File: config.mk
export PLATFORM = sky130hd
export DESIGN_NAME = indexed_list_store
export DESIGN_NICKNAME = d
export VERILOG_FILES = /design/src/design/ils_pkg.sv /design/src/design/ils_ram.sv /design/src/design/ils_ctrl.sv /design/src/design/indexed_list_store.sv
export SDC_FILE = /design/constraint.sdc
export NUM_CORES = 2
export LEC_CHECK = 0
export BUFFER_PORTS_ARGS = -buffer_cell sky130_fd_sc_hd__buf_2
export CAP_MARGIN = 20
export CORE_MARGIN = 3
export CORE_UTILIZATION = 50
export CTS_BUF_LIST = sky130_fd_sc_hd__clkbuf_16
export CTS_CLUSTER_SIZE = 20
export DETAILED_ROUTE_END_ITERATION = 12
export GPL_TIMING_DRIVEN = 0
export PLACE_DENSITY = 0.72
export SLEW_MARGIN = 20
export SYNTH_ARGS = -nofsm -noshare
export SYNTH_HDL_FRONTEND = slang
export SYNTH_HIERARCHICAL = 1
export SYNTH_SLANG_ARGS = --single-unit
File: constraint.sdc
create_clock -name clk -period 15.4 [get_ports clk]
set_input_delay 0.77 -clock clk [delete_from_list [all_inputs] [get_ports clk]]
set_output_delay 0.77 -clock clk [all_outputs]
set_load 0.01 [all_outputs]
File: src/design/ils_pkg.sv
`default_nettype none

package ils_pkg;

    // Capacity of the list and the widths that follow from it
    localparam int MAX_ELEMENTS = 64;
    localparam int IDX_W        = $clog2(MAX_ELEMENTS);
    localparam int CNT_W        = $clog2(MAX_ELEMENTS + 1);

    // Fixed field widths of the item channels
    localparam int DATA_W      = 32;
    localparam int MODE_W      = 3;
    localparam int POS_W       = 7;
    localparam int FPOS_W      = 6;
    localparam int COUNT_OUT_W = 7;

    // Common width for comparing an index against the count
    localparam int CMP_W = (CNT_W > POS_W) ? CNT_W : POS_W;

    // Operation codes
    localparam logic [MODE_W-1:0] MODE_PUSH   = 3'd0;
    localparam logic [MODE_W-1:0] MODE_POP    = 3'd1;
    localparam logic [MODE_W-1:0] MODE_GET    = 3'd2;
    localparam logic [MODE_W-1:0] MODE_INSERT = 3'd3;
    localparam logic [MODE_W-1:0] MODE_DELETE = 3'd4;
    localparam logic [MODE_W-1:0] MODE_FIND   = 3'd5;

    // Element memory access for one cycle
    typedef struct packed {
        logic              wr_en;
        logic [IDX_W-1:0]  wr_addr;
        logic [DATA_W-1:0] wr_data;
        logic              rd_en;
        logic [IDX_W-1:0]  rd_addr;
    } mem_req_t;

    // One result item
    typedef struct packed {
        logic                   ok;
        logic [DATA_W-1:0]      data;
        logic [FPOS_W-1:0]      fpos;
        logic [COUNT_OUT_W-1:0] count;
    } res_t;

endpackage

`default_nettype wire

File: src/design/ils_ram.sv
`default_nettype none

module ils_ram (
    input  wire                        clk,
    input  wire ils_pkg::mem_req_t     req,
    output logic [ils_pkg::DATA_W-1:0] rd_data
);

    logic [ils_pkg::DATA_W-1:0] mem [ils_pkg::MAX_ELEMENTS];

    // Write one entry, read one entry with registered data
    always_ff @(posedge clk)
    begin
        if (req.wr_en)
        begin
            mem[req.wr_addr] <= req.wr_data;
        end
        if (req.rd_en)
        begin
            rd_data <= mem[req.rd_addr];
        end
    end

endmodule

`default_nettype wire

File: src/design/ils_ctrl.sv
`default_nettype none

module ils_ctrl (
    input  wire                          clk,
    input  wire                          rst_n,
    input  wire                          in_valid,
    output logic                         in_ready,
    input  wire  [ils_pkg::MODE_W-1:0]   in_mode,
    input  wire  [ils_pkg::POS_W-1:0]    in_pos,
    input  wire  [ils_pkg::DATA_W-1:0]   in_value,
    output ils_pkg::mem_req_t            mem_req,
    input  wire  [ils_pkg::DATA_W-1:0]   mem_rdata,
    output logic                         res_valid,
    input  wire                          res_ready,
    output ils_pkg::res_t                res
);

    localparam logic [1:0] ST_IDLE  = 2'd0;
    localparam logic [1:0] ST_RUN   = 2'd1;
    localparam logic [1:0] ST_FINAL = 2'd2;
    localparam logic [1:0] ST_DONE  = 2'd3;

    // Control state
    logic [1:0]                  state_reg, state_next;
    logic [ils_pkg::CNT_W-1:0]   count_reg, count_next;
    logic                        issue_reg, issue_next;
    logic                        pend_reg, pend_next;

    // Operation and result payload
    logic [ils_pkg::MODE_W-1:0]  mode_reg, mode_next;
    logic [ils_pkg::IDX_W-1:0]   pos_reg, pos_next;
    logic [ils_pkg::DATA_W-1:0]  val_reg, val_next;
    logic [ils_pkg::IDX_W-1:0]   addr_reg, addr_next;
    logic [ils_pkg::IDX_W-1:0]   end_reg, end_next;
    logic [ils_pkg::IDX_W-1:0]   paddr_reg, paddr_next;
    logic                        plast_reg, plast_next;
    logic                        ok_reg, ok_next;
    logic [ils_pkg::DATA_W-1:0]  data_reg, data_next;
    logic [ils_pkg::IDX_W-1:0]   fpos_reg, fpos_next;

    logic                        accept;
    logic                        full;
    logic                        issue_last;
    logic                        rd_issue;
    logic [ils_pkg::CMP_W-1:0]   pos_cmp;
    logic [ils_pkg::CMP_W-1:0]   cnt_cmp;
    logic [ils_pkg::CNT_W-1:0]   count_dec;

    assign in_ready   = (state_reg == ST_IDLE);
    assign accept     = in_valid && in_ready;
    assign full       = (count_reg == ils_pkg::CNT_W'(ils_pkg::MAX_ELEMENTS));
    assign issue_last = (addr_reg == end_reg);
    assign pos_cmp    = ils_pkg::CMP_W'(in_pos);
    assign cnt_cmp    = ils_pkg::CMP_W'(count_reg);
    assign count_dec  = count_reg - 1'b1;

    // Sequence the memory accesses of one operation
    always_comb
    begin
        state_next = state_reg;
        count_next = count_reg;
        issue_next = issue_reg;
        mode_next  = mode_reg;
        pos_next   = pos_reg;
        val_next   = val_reg;
        addr_next  = addr_reg;
        end_next   = end_reg;
        ok_next    = ok_reg;
        data_next  = data_reg;
        fpos_next  = fpos_reg;
        mem_req    = '0;
        res_valid  = 1'b0;
        rd_issue   = 1'b0;

        case (state_reg)
            ST_IDLE:
            begin
                if (accept)
                begin
                    mode_next  = in_mode;
                    pos_next   = ils_pkg::IDX_W'(in_pos);
                    val_next   = in_value;
                    ok_next    = 1'b0;
                    data_next  = '0;
                    fpos_next  = '0;
                    issue_next = 1'b0;
                    state_next = ST_DONE;
                    case (in_mode)
                        ils_pkg::MODE_PUSH:
                        begin
                            if (!full)
                            begin
                                mem_req.wr_en   = 1'b1;
                                mem_req.wr_addr = ils_pkg::IDX_W'(count_reg);
                                mem_req.wr_data = in_value;
                                count_next      = count_reg + 1'b1;
                                ok_next         = 1'b1;
                            end
                        end
                        ils_pkg::MODE_POP:
                        begin
                            if (count_reg != '0)
                            begin
                                count_next = count_dec;
                                ok_next    = 1'b1;
                                addr_next  = ils_pkg::IDX_W'(count_dec);
                                end_next   = ils_pkg::IDX_W'(count_dec);
                                issue_next = 1'b1;
                                state_next = ST_RUN;
                            end
                        end
                        ils_pkg::MODE_GET:
                        begin
                            if (pos_cmp < cnt_cmp)
                            begin
                                ok_next    = 1'b1;
                                addr_next  = ils_pkg::IDX_W'(in_pos);
                                end_next   = ils_pkg::IDX_W'(in_pos);
                                issue_next = 1'b1;
                                state_next = ST_RUN;
                            end
                        end
                        ils_pkg::MODE_INSERT:
                        begin
                            if ((pos_cmp <= cnt_cmp) && !full)
                            begin
                                count_next = count_reg + 1'b1;
                                ok_next    = 1'b1;
                                if (pos_cmp == cnt_cmp)
                                begin
                                    // Insert at the end acts as a push
                                    mem_req.wr_en   = 1'b1;
                                    mem_req.wr_addr = ils_pkg::IDX_W'(in_pos);
                                    mem_req.wr_data = in_value;
                                end
                                else
                                begin
                                    addr_next  = ils_pkg::IDX_W'(count_dec);
                                    end_next   = ils_pkg::IDX_W'(in_pos);
                                    issue_next = 1'b1;
                                    state_next = ST_RUN;
                                end
                            end
                        end
                        ils_pkg::MODE_DELETE:
                        begin
                            if (pos_cmp < cnt_cmp)
                            begin
                                count_next = count_dec;
                                ok_next    = 1'b1;
                                addr_next  = ils_pkg::IDX_W'(in_pos);
                                end_next   = ils_pkg::IDX_W'(count_dec);
                                issue_next = 1'b1;
                                state_next = ST_RUN;
                            end
                        end
                        ils_pkg::MODE_FIND:
                        begin
                            if (count_reg != '0)
                            begin
                                addr_next  = '0;
                                end_next   = ils_pkg::IDX_W'(count_dec);
                                issue_next = 1'b1;
                                state_next = ST_RUN;
                            end
                        end
                        default:
                        begin
                        end
                    endcase
                end
            end
            ST_RUN:
            begin
                // Issue the next read, walking down for insert and up otherwise
                if (issue_reg)
                begin
                    rd_issue        = 1'b1;
                    mem_req.rd_en   = 1'b1;
                    mem_req.rd_addr = addr_reg;
                    if (issue_last)
                    begin
                        issue_next = 1'b0;
                    end
                    else if (mode_reg == ils_pkg::MODE_INSERT)
                    begin
                        addr_next = addr_reg - 1'b1;
                    end
                    else
                    begin
                        addr_next = addr_reg + 1'b1;
                    end
                end
                // Handle the word read in the previous cycle
                if (pend_reg)
                begin
                    case (mode_reg)
                        ils_pkg::MODE_POP,
                        ils_pkg::MODE_GET:
                        begin
                            data_next  = mem_rdata;
                            state_next = ST_DONE;
                        end
                        ils_pkg::MODE_INSERT:
                        begin
                            mem_req.wr_en   = 1'b1;
                            mem_req.wr_addr = paddr_reg + 1'b1;
                            mem_req.wr_data = mem_rdata;
                            if (plast_reg)
                            begin
                                state_next = ST_FINAL;
                            end
                        end
                        ils_pkg::MODE_DELETE:
                        begin
                            if (paddr_reg == pos_reg)
                            begin
                                data_next = mem_rdata;
                            end
                            else
                            begin
                                mem_req.wr_en   = 1'b1;
                                mem_req.wr_addr = paddr_reg - 1'b1;
                                mem_req.wr_data = mem_rdata;
                            end
                            if (plast_reg)
                            begin
                                state_next = ST_DONE;
                            end
                        end
                        ils_pkg::MODE_FIND:
                        begin
                            if (mem_rdata == val_reg)
                            begin
                                ok_next    = 1'b1;
                                fpos_next  = paddr_reg;
                                issue_next = 1'b0;
                                state_next = ST_DONE;
                            end
                            else if (plast_reg)
                            begin
                                state_next = ST_DONE;
                            end
                        end
                        default:
                        begin
                            state_next = ST_DONE;
                        end
                    endcase
                end
            end
            ST_FINAL:
            begin
                // Place the new word once the shift is complete
                mem_req.wr_en   = 1'b1;
                mem_req.wr_addr = pos_reg;
                mem_req.wr_data = val_reg;
                state_next      = ST_DONE;
            end
            ST_DONE:
            begin
                res_valid = 1'b1;
                if (res_ready)
                begin
                    state_next = ST_IDLE;
                end
            end
            default:
            begin
                state_next = ST_IDLE;
            end
        endcase
    end

    // Track the read in flight
    assign pend_next  = rd_issue && (state_next == ST_RUN);
    assign paddr_next = addr_reg;
    assign plast_next = issue_last;

    // Hold control state
    always_ff @(posedge clk or negedge rst_n)
    begin
        if (!rst_n)
        begin
            state_reg <= ST_IDLE;
            count_reg <= '0;
            issue_reg <= 1'b0;
            pend_reg  <= 1'b0;
        end
        else
        begin
            state_reg <= state_next;
            count_reg <= count_next;
            issue_reg <= issue_next;
            pend_reg  <= pend_next;
        end
    end

    // Hold operation and result payload
    always_ff @(posedge clk)
    begin
        mode_reg  <= mode_next;
        pos_reg   <= pos_next;
        val_reg   <= val_next;
        addr_reg  <= addr_next;
        end_reg   <= end_next;
        paddr_reg <= paddr_next;
        plast_reg <= plast_next;
        ok_reg    <= ok_next;
        data_reg  <= data_next;
        fpos_reg  <= fpos_next;
    end

    assign res.ok    = ok_reg;
    assign res.data  = data_reg;
    assign res.fpos  = ils_pkg::FPOS_W'(fpos_reg);
    assign res.count = ils_pkg::COUNT_OUT_W'(count_reg);

endmodule

`default_nettype wire

File: src/design/indexed_list_store.sv
`default_nettype none

// Ordered list of 32-bit words held in a single-port-write, single-port-read
// memory of MAX_ELEMENTS entries. Each item on the s_ group names one
// operation (push, pop, get, insert, delete, find) and gives exactly one
// result item on the m_ group, carrying ok, the data word, the found
// position and the element count after the operation.
// Items are handled one at a time. Push and insert at the end write one
// entry directly; pop and get read one entry. Insert, delete and find walk
// the element memory, at most one read and one write per cycle, so their
// time grows with the entries moved or searched; find stops at its first
// match. s_tready rises again as the result enters the output register.
// Reset clears the element count; memory contents need no clearing since
// only entries below the count are ever read. While m_tready is low the
// result holds in the output register, one more result may finish behind
// it, and the input stays stalled until that one moves on.

module indexed_list_store (
    input  wire         clk,
    input  wire         rst_n,
    input  wire         s_tvalid,
    output logic        s_tready,
    input  wire  [39:0] s_tdata,    // position_in[6:0], value_in[38:7], zero pad
    input  wire  [2:0]  s_tuser,    // mode[2:0]
    output logic        m_tvalid,
    input  wire         m_tready,
    output logic [47:0] m_tdata,    // data_out[31:0], found_position[37:32],
                                    // count_after[44:38], zero pad
    output logic [0:0]  m_tuser     // ok[0]
);

    ils_pkg::mem_req_t           mem_req;
    logic [ils_pkg::DATA_W-1:0]  mem_rdata;
    logic                        res_valid;
    logic                        res_ready;
    ils_pkg::res_t               res;
    ils_pkg::res_t               out_reg;
    logic                        out_valid_reg;

    ils_ctrl u_ctrl (
        .clk       (clk),
        .rst_n     (rst_n),
        .in_valid  (s_tvalid),
        .in_ready  (s_tready),
        .in_mode   (s_tuser),
        .in_pos    (s_tdata[6:0]),
        .in_value  (s_tdata[38:7]),
        .mem_req   (mem_req),
        .mem_rdata (mem_rdata),
        .res_valid (res_valid),
        .res_ready (res_ready),
        .res       (res)
    );

    ils_ram u_ram (
        .clk     (clk),
        .req     (mem_req),
        .rd_data (mem_rdata)
    );

    assign res_ready = !out_valid_reg || m_tready;

    // Output register valid flag
    always_ff @(posedge clk or negedge rst_n)
    begin
        if (!rst_n)
        begin
            out_valid_reg <= 1'b0;
        end
        else if (res_valid && res_ready)
        begin
            out_valid_reg <= 1'b1;
        end
        else if (m_tready)
        begin
            out_valid_reg <= 1'b0;
        end
    end

    // Load the result item when the register is free
    always_ff @(posedge clk)
    begin
        if (res_valid && res_ready)
        begin
            out_reg <= res;
        end
    end

    assign m_tvalid = out_valid_reg;
    assign m_tdata  = {3'b000, out_reg.count, out_reg.fpos, out_reg.data};
    assign m_tuser  = out_reg.ok;

    // An accepted item keeps the input closed for the next cycle
    a_one_at_a_time: assert property (@(posedge clk) disable iff (!rst_n)
        (s_tvalid && s_tready) |=> !s_tready)
        else $error("input accepted while an operation is in progress");

    // A failed operation carries a zero data word
    a_err_data_zero: assert property (@(posedge clk) disable iff (!rst_n)
        (m_tvalid && !m_tuser[0]) |-> (m_tdata[31:0] == 32'd0))
        else $error("error result with nonzero data");

    // The count never passes the capacity
    a_count_bound: assert property (@(posedge clk) disable iff (!rst_n)
        m_tvalid |-> (32'(out_reg.count) <= 32'(ils_pkg::MAX_ELEMENTS)))
        else $error("element count above capacity");

endmodule

`default_nettype wire

==> qor.csv <==
stage;metric;value;unit
run_status;status;finished, final reports clean;
floorplan;FP Rows;152;
worst_hold_path;Hold Crit Class;input pin to flop;
power;Seq pwr share;0.451;
final_layout;Fillers;11991;
logic_synthesis;Post-synth EDFFs;2218;
power;overall power;16.41;mW
global_routing;global-route wire length before repair;350300;um
detailed_routing;DR vias/cell;6.675;
placed_design;post-DP HPWL;166400;um
final_layout;Nets;4646;
sta;Final Max Slew Viols;0;
final_layout;final core occ;0.5855;
final_layout;Layout area overhead;15.87;%
floorplan;Die Y;423.5;um
cts;Skew-Pair Late Insertion Delay;0.88;ns
global_routing;largest net degree at the start of global routing;65;
logic_synthesis;ranking of synthesized cells by area;edfxtp_1 76%, mux4_2 12%, mux2i_1 2.2%;
logic_synthesis;synth warn;6;
cts;Max H-tree Level;4;
floorplan;die width;423.5;um
logic_synthesis;Gate Count Post-Synth;4144;
global_routing;Remaining Overflow, GRT;0;
logic_synthesis;Synth cell types;82;
logic_synthesis;Main synth FF type;edfxtp_1;
power;Net Sw Frac;0.3075;
detailed_routing;Routed WL per cell;35.32;um
sta;Setup TNS;0;ns
final_layout;max reg flops;2048;
worst_setup_path;WS Path Type;flop to flop;
worst_setup_path;crit path from;u_ctrl/state_reg[1];
power;NetSw;5.046;mW
logic_synthesis;Mean Syn Cell Area;21.03;um^2
worst_setup_path;startpoint types;flop;
sta;Slew headroom;0.1523;
detailed_routing;Vias;47317;
floorplan;die area;179400;um^2
detailed_routing;DRC viols;0;
cts;number of buffers created by CTS;211;
power;Gate power share;0.236;
cts;CTS clock-pin slew for the worst setup and hold paths;0.06;ns
power;internal power;11.36;mW
power;Cell Pwr Density;162.5;nW/um^2
worst_setup_path;crit path max fanout;10;
logic_synthesis;most common cell in the synthesized netlist;edfxtp_1;
power;Clock Power Share;0.314;
floorplan;core area;172500;um^2
detailed_routing;DRT antenna net count;0;
global_routing;vias in the first global route;45993;
sta;final critical-path required period;6.192;ns
cts;clock sink count;2237;
logic_synthesis;Synth top cells by count;2218 x edfxtp_1, 446 x mux4_2, 192 x mux2i_1, 134 x a22oi_1, 121 x nor2_1;
cts;worst-case clock buffer depth;3;
detailed_routing;1st-iter DRT viols;8478;
sta;Worst-Margin Slew;1.272;ns
cts;CTS Root Cell;clkbuf_16;
worst_setup_path;Reg-to-Reg Start;u_ctrl/state_reg[1];
placed_design;GP Congestion;0.9399;
worst_hold_path;Hold Crit Start;s_tdata[15];
final_layout;share of layout cells above drive strength 1;0.2624;
sta;final number of setup-violating endpoints;0;
logic_synthesis;area leader, netlist;edfxtp_1;
cts;Post-CTS Setup Bufs;0;
logic_synthesis;Seq/Total Area, Yosys;0.7691;
run;Max-cap violations;0;
sta;Fin. Hold Viols;0;
global_routing;initial antenna violation count;12;
logic_synthesis;Netlist Area Pre-Place;87170;um^2
sta;Max Clock Freq;161.5;MHz
worst_setup_path;Worst Setup End Kind;flop;
logic_synthesis;Async SR Flop Fraction;0.005364;
sta;slack of the critical path;9.208;ns
cts;CTS tree;built;
sta;Clock Skew;0.06543;ns
placed_design;post-placement cell count;6679;
worst_setup_path;WP data arrival;6.65;ns
sta;RSZ-0062 raised after global routing;no;
final_layout;Finished Layout Cells;7089;
logic_synthesis;synthesis-stage register bit count;2237;
detailed_routing;number of detailed-route iterations in the first pass;9;
detailed_routing;Routed WL;250400;um
worst_setup_path;Req. time, crit path;15.86;ns
power;peak supply drop;116.6;uV
floorplan;# IOs;98;
power;leakage power;32.08;nW
global_routing;Total GRT Usage;0.2782;
logic_synthesis;Synth top area share;0.7641;
sta;period utilization;0.4021;
placed_design;number of port buffers;93;
floorplan;Initial Utilization;0.5053;
final_layout;register with the most flip-flops;u_ram/mem;
placed_design;pre-CTS setup slack;9.465;ns
[routing by layer]
layer / track usage / wire length, um
met5: 0 / 46
met4: 0.1161 / 12370
met3: 0.09339 / 36630
met2: 0.4118 / 112700
met1: 0.3821 / 88680
[final timing paths]
check | end | slack, ns | cells past startpoint
setup / recovery | u_ram/rd_data[23] | 9.21 | 12
hold / removal | u_ctrl/val_reg[8] | 0.14 | 1
setup reg to reg | u_ram/rd_data[23] | 9.21 | 12
hold reg to reg | m_tdata[13] | 0.40 | 0
max in group asynchronous | u_ctrl/cnt_cmp[1] | 14.74 | 2
min in group asynchronous | u_ctrl/state_reg[0] | 0.38 | 2
[timing repair]
action / 4_1_cts / 5_1_grt
hold endpoints to repair: 12 / 0
hold buffers: 1 / 0
endpoints found under the setup margin: 0 / 0
gates resized for setup: 0 / 0
[worst max-delay path: stages (launching register included)]
cell      delay (ns)
dfrtp_1         0.35
buf_2           0.16
nor2b_1         0.11
clkbuf_1        0.40
clkbuf_1        0.55
and3_1          0.52
buf_2           0.45
and2_1          0.19
clkbuf_1        0.78
clkbuf_1        0.88
a22o_1          0.33
nor3_1          0.08
a311oi_1        0.98
[power by group through the flow]
stage	Combinational, mW	Clock [mW]	Sequential, mW
3_3_place_gp	3.48	0	7.57
6_report	3.87	5.15	7.40
3_5_place_dp	3.70	0	7.52
4_1_cts	3.72	5.20	7.40
2_1_floorplan	2.06	0	7.51
5_1_grt	3.96	5.44	7.41
[logic make-up (layout without fill, tap and decap cells)]
| family | count (synthesis) | after routing | share of synthesized area |
|---|---|---|---|
| DFF | 2237 | 2237 | 0.7691 |
| muxes | 645 | 645 | 0.1382 |
| AOI/OAI and AO/OA | 479 | 479 | 0.04056 |
| and+or+nand+nor | 404 | 404 | 0.02377 |
| buffers and inverters | 295 | 921 | 0.01918 |
| xor gates and xnor gates | 67 | 67 | 0.006732 |
| adders and majority gates | 16 | 16 | 0.002383 |
| other | 1 | 10 | 0.00004302 |
[placed cells by master, fill, tap and decap left out, types with 13 or more instances in the layout]
master | synthesis | layout
buf_2 | 66 | 161
clkinv_2 | 0 | 44
nor2_1 | 121 | 48
mux4_2 | 446 | 446
inv_1 | 51 | 56
and2_1 | 40 | 40
edfxtp_1 | 2218 | 2218
nor3_1 | 15 | 15
nand2_1 | 60 | 60
bufinv_16 | 0 | 20
o22ai_1 | 44 | 44
o22a_1 | 13 | 13
buf_12 | 3 | 79
o211ai_1 | 19 | 19
a222oi_1 | 32 | 32
buf_16 | 0 | 50
clkinv_1 | 1 | 61
clkbuf_16 | 0 | 211
nor2_4 | 0 | 71
a211oi_1 | 24 | 24
xnor2_1 | 22 | 22
clkbuf_1 | 93 | 92
mux2i_1 | 192 | 192
nor4_1 | 16 | 16
a22oi_1 | 134 | 134
buf_4 | 34 | 34
nand3_1 | 57 | 57
a21oi_1 | 42 | 42
o21ai_0 | 52 | 52
ha_1 | 15 | 15
nor2b_1 | 21 | 21
inv_2 | 0 | 26
a22o_1 | 14 | 14
xor2_1 | 45 | 45
buf_6 | 33 | 33
a31oi_1 | 21 | 21
o221ai_1 | 20 | 20
[stage by stage]
stage                     hold slack (ns)  area (um^2)
after floorplan                    0.4003        87170
after global placement             0.4047        90530
after CTS                         0.08823       101000
after global routing               0.1157       101000
after detailed placement           0.4045        94030
final                              0.1375       101000
[final cells by class]
cell class              instances  area [um^2]  share of cell area
diodes                          7        17.52           0.0001734
plain buffers                 243         1481             0.01467
clock buffers                 211         5280             0.05228
clock inverters               191         1648             0.01632
inverters                      52        200.2            0.001982
multi-input cells            1614        19000              0.1882
flip-flops and latches       2237        67040              0.6638
well taps                    2310         2890             0.02862
repair buffers                224         3433             0.03399
No activity file was read; power rests on OpenSTA's default activity.
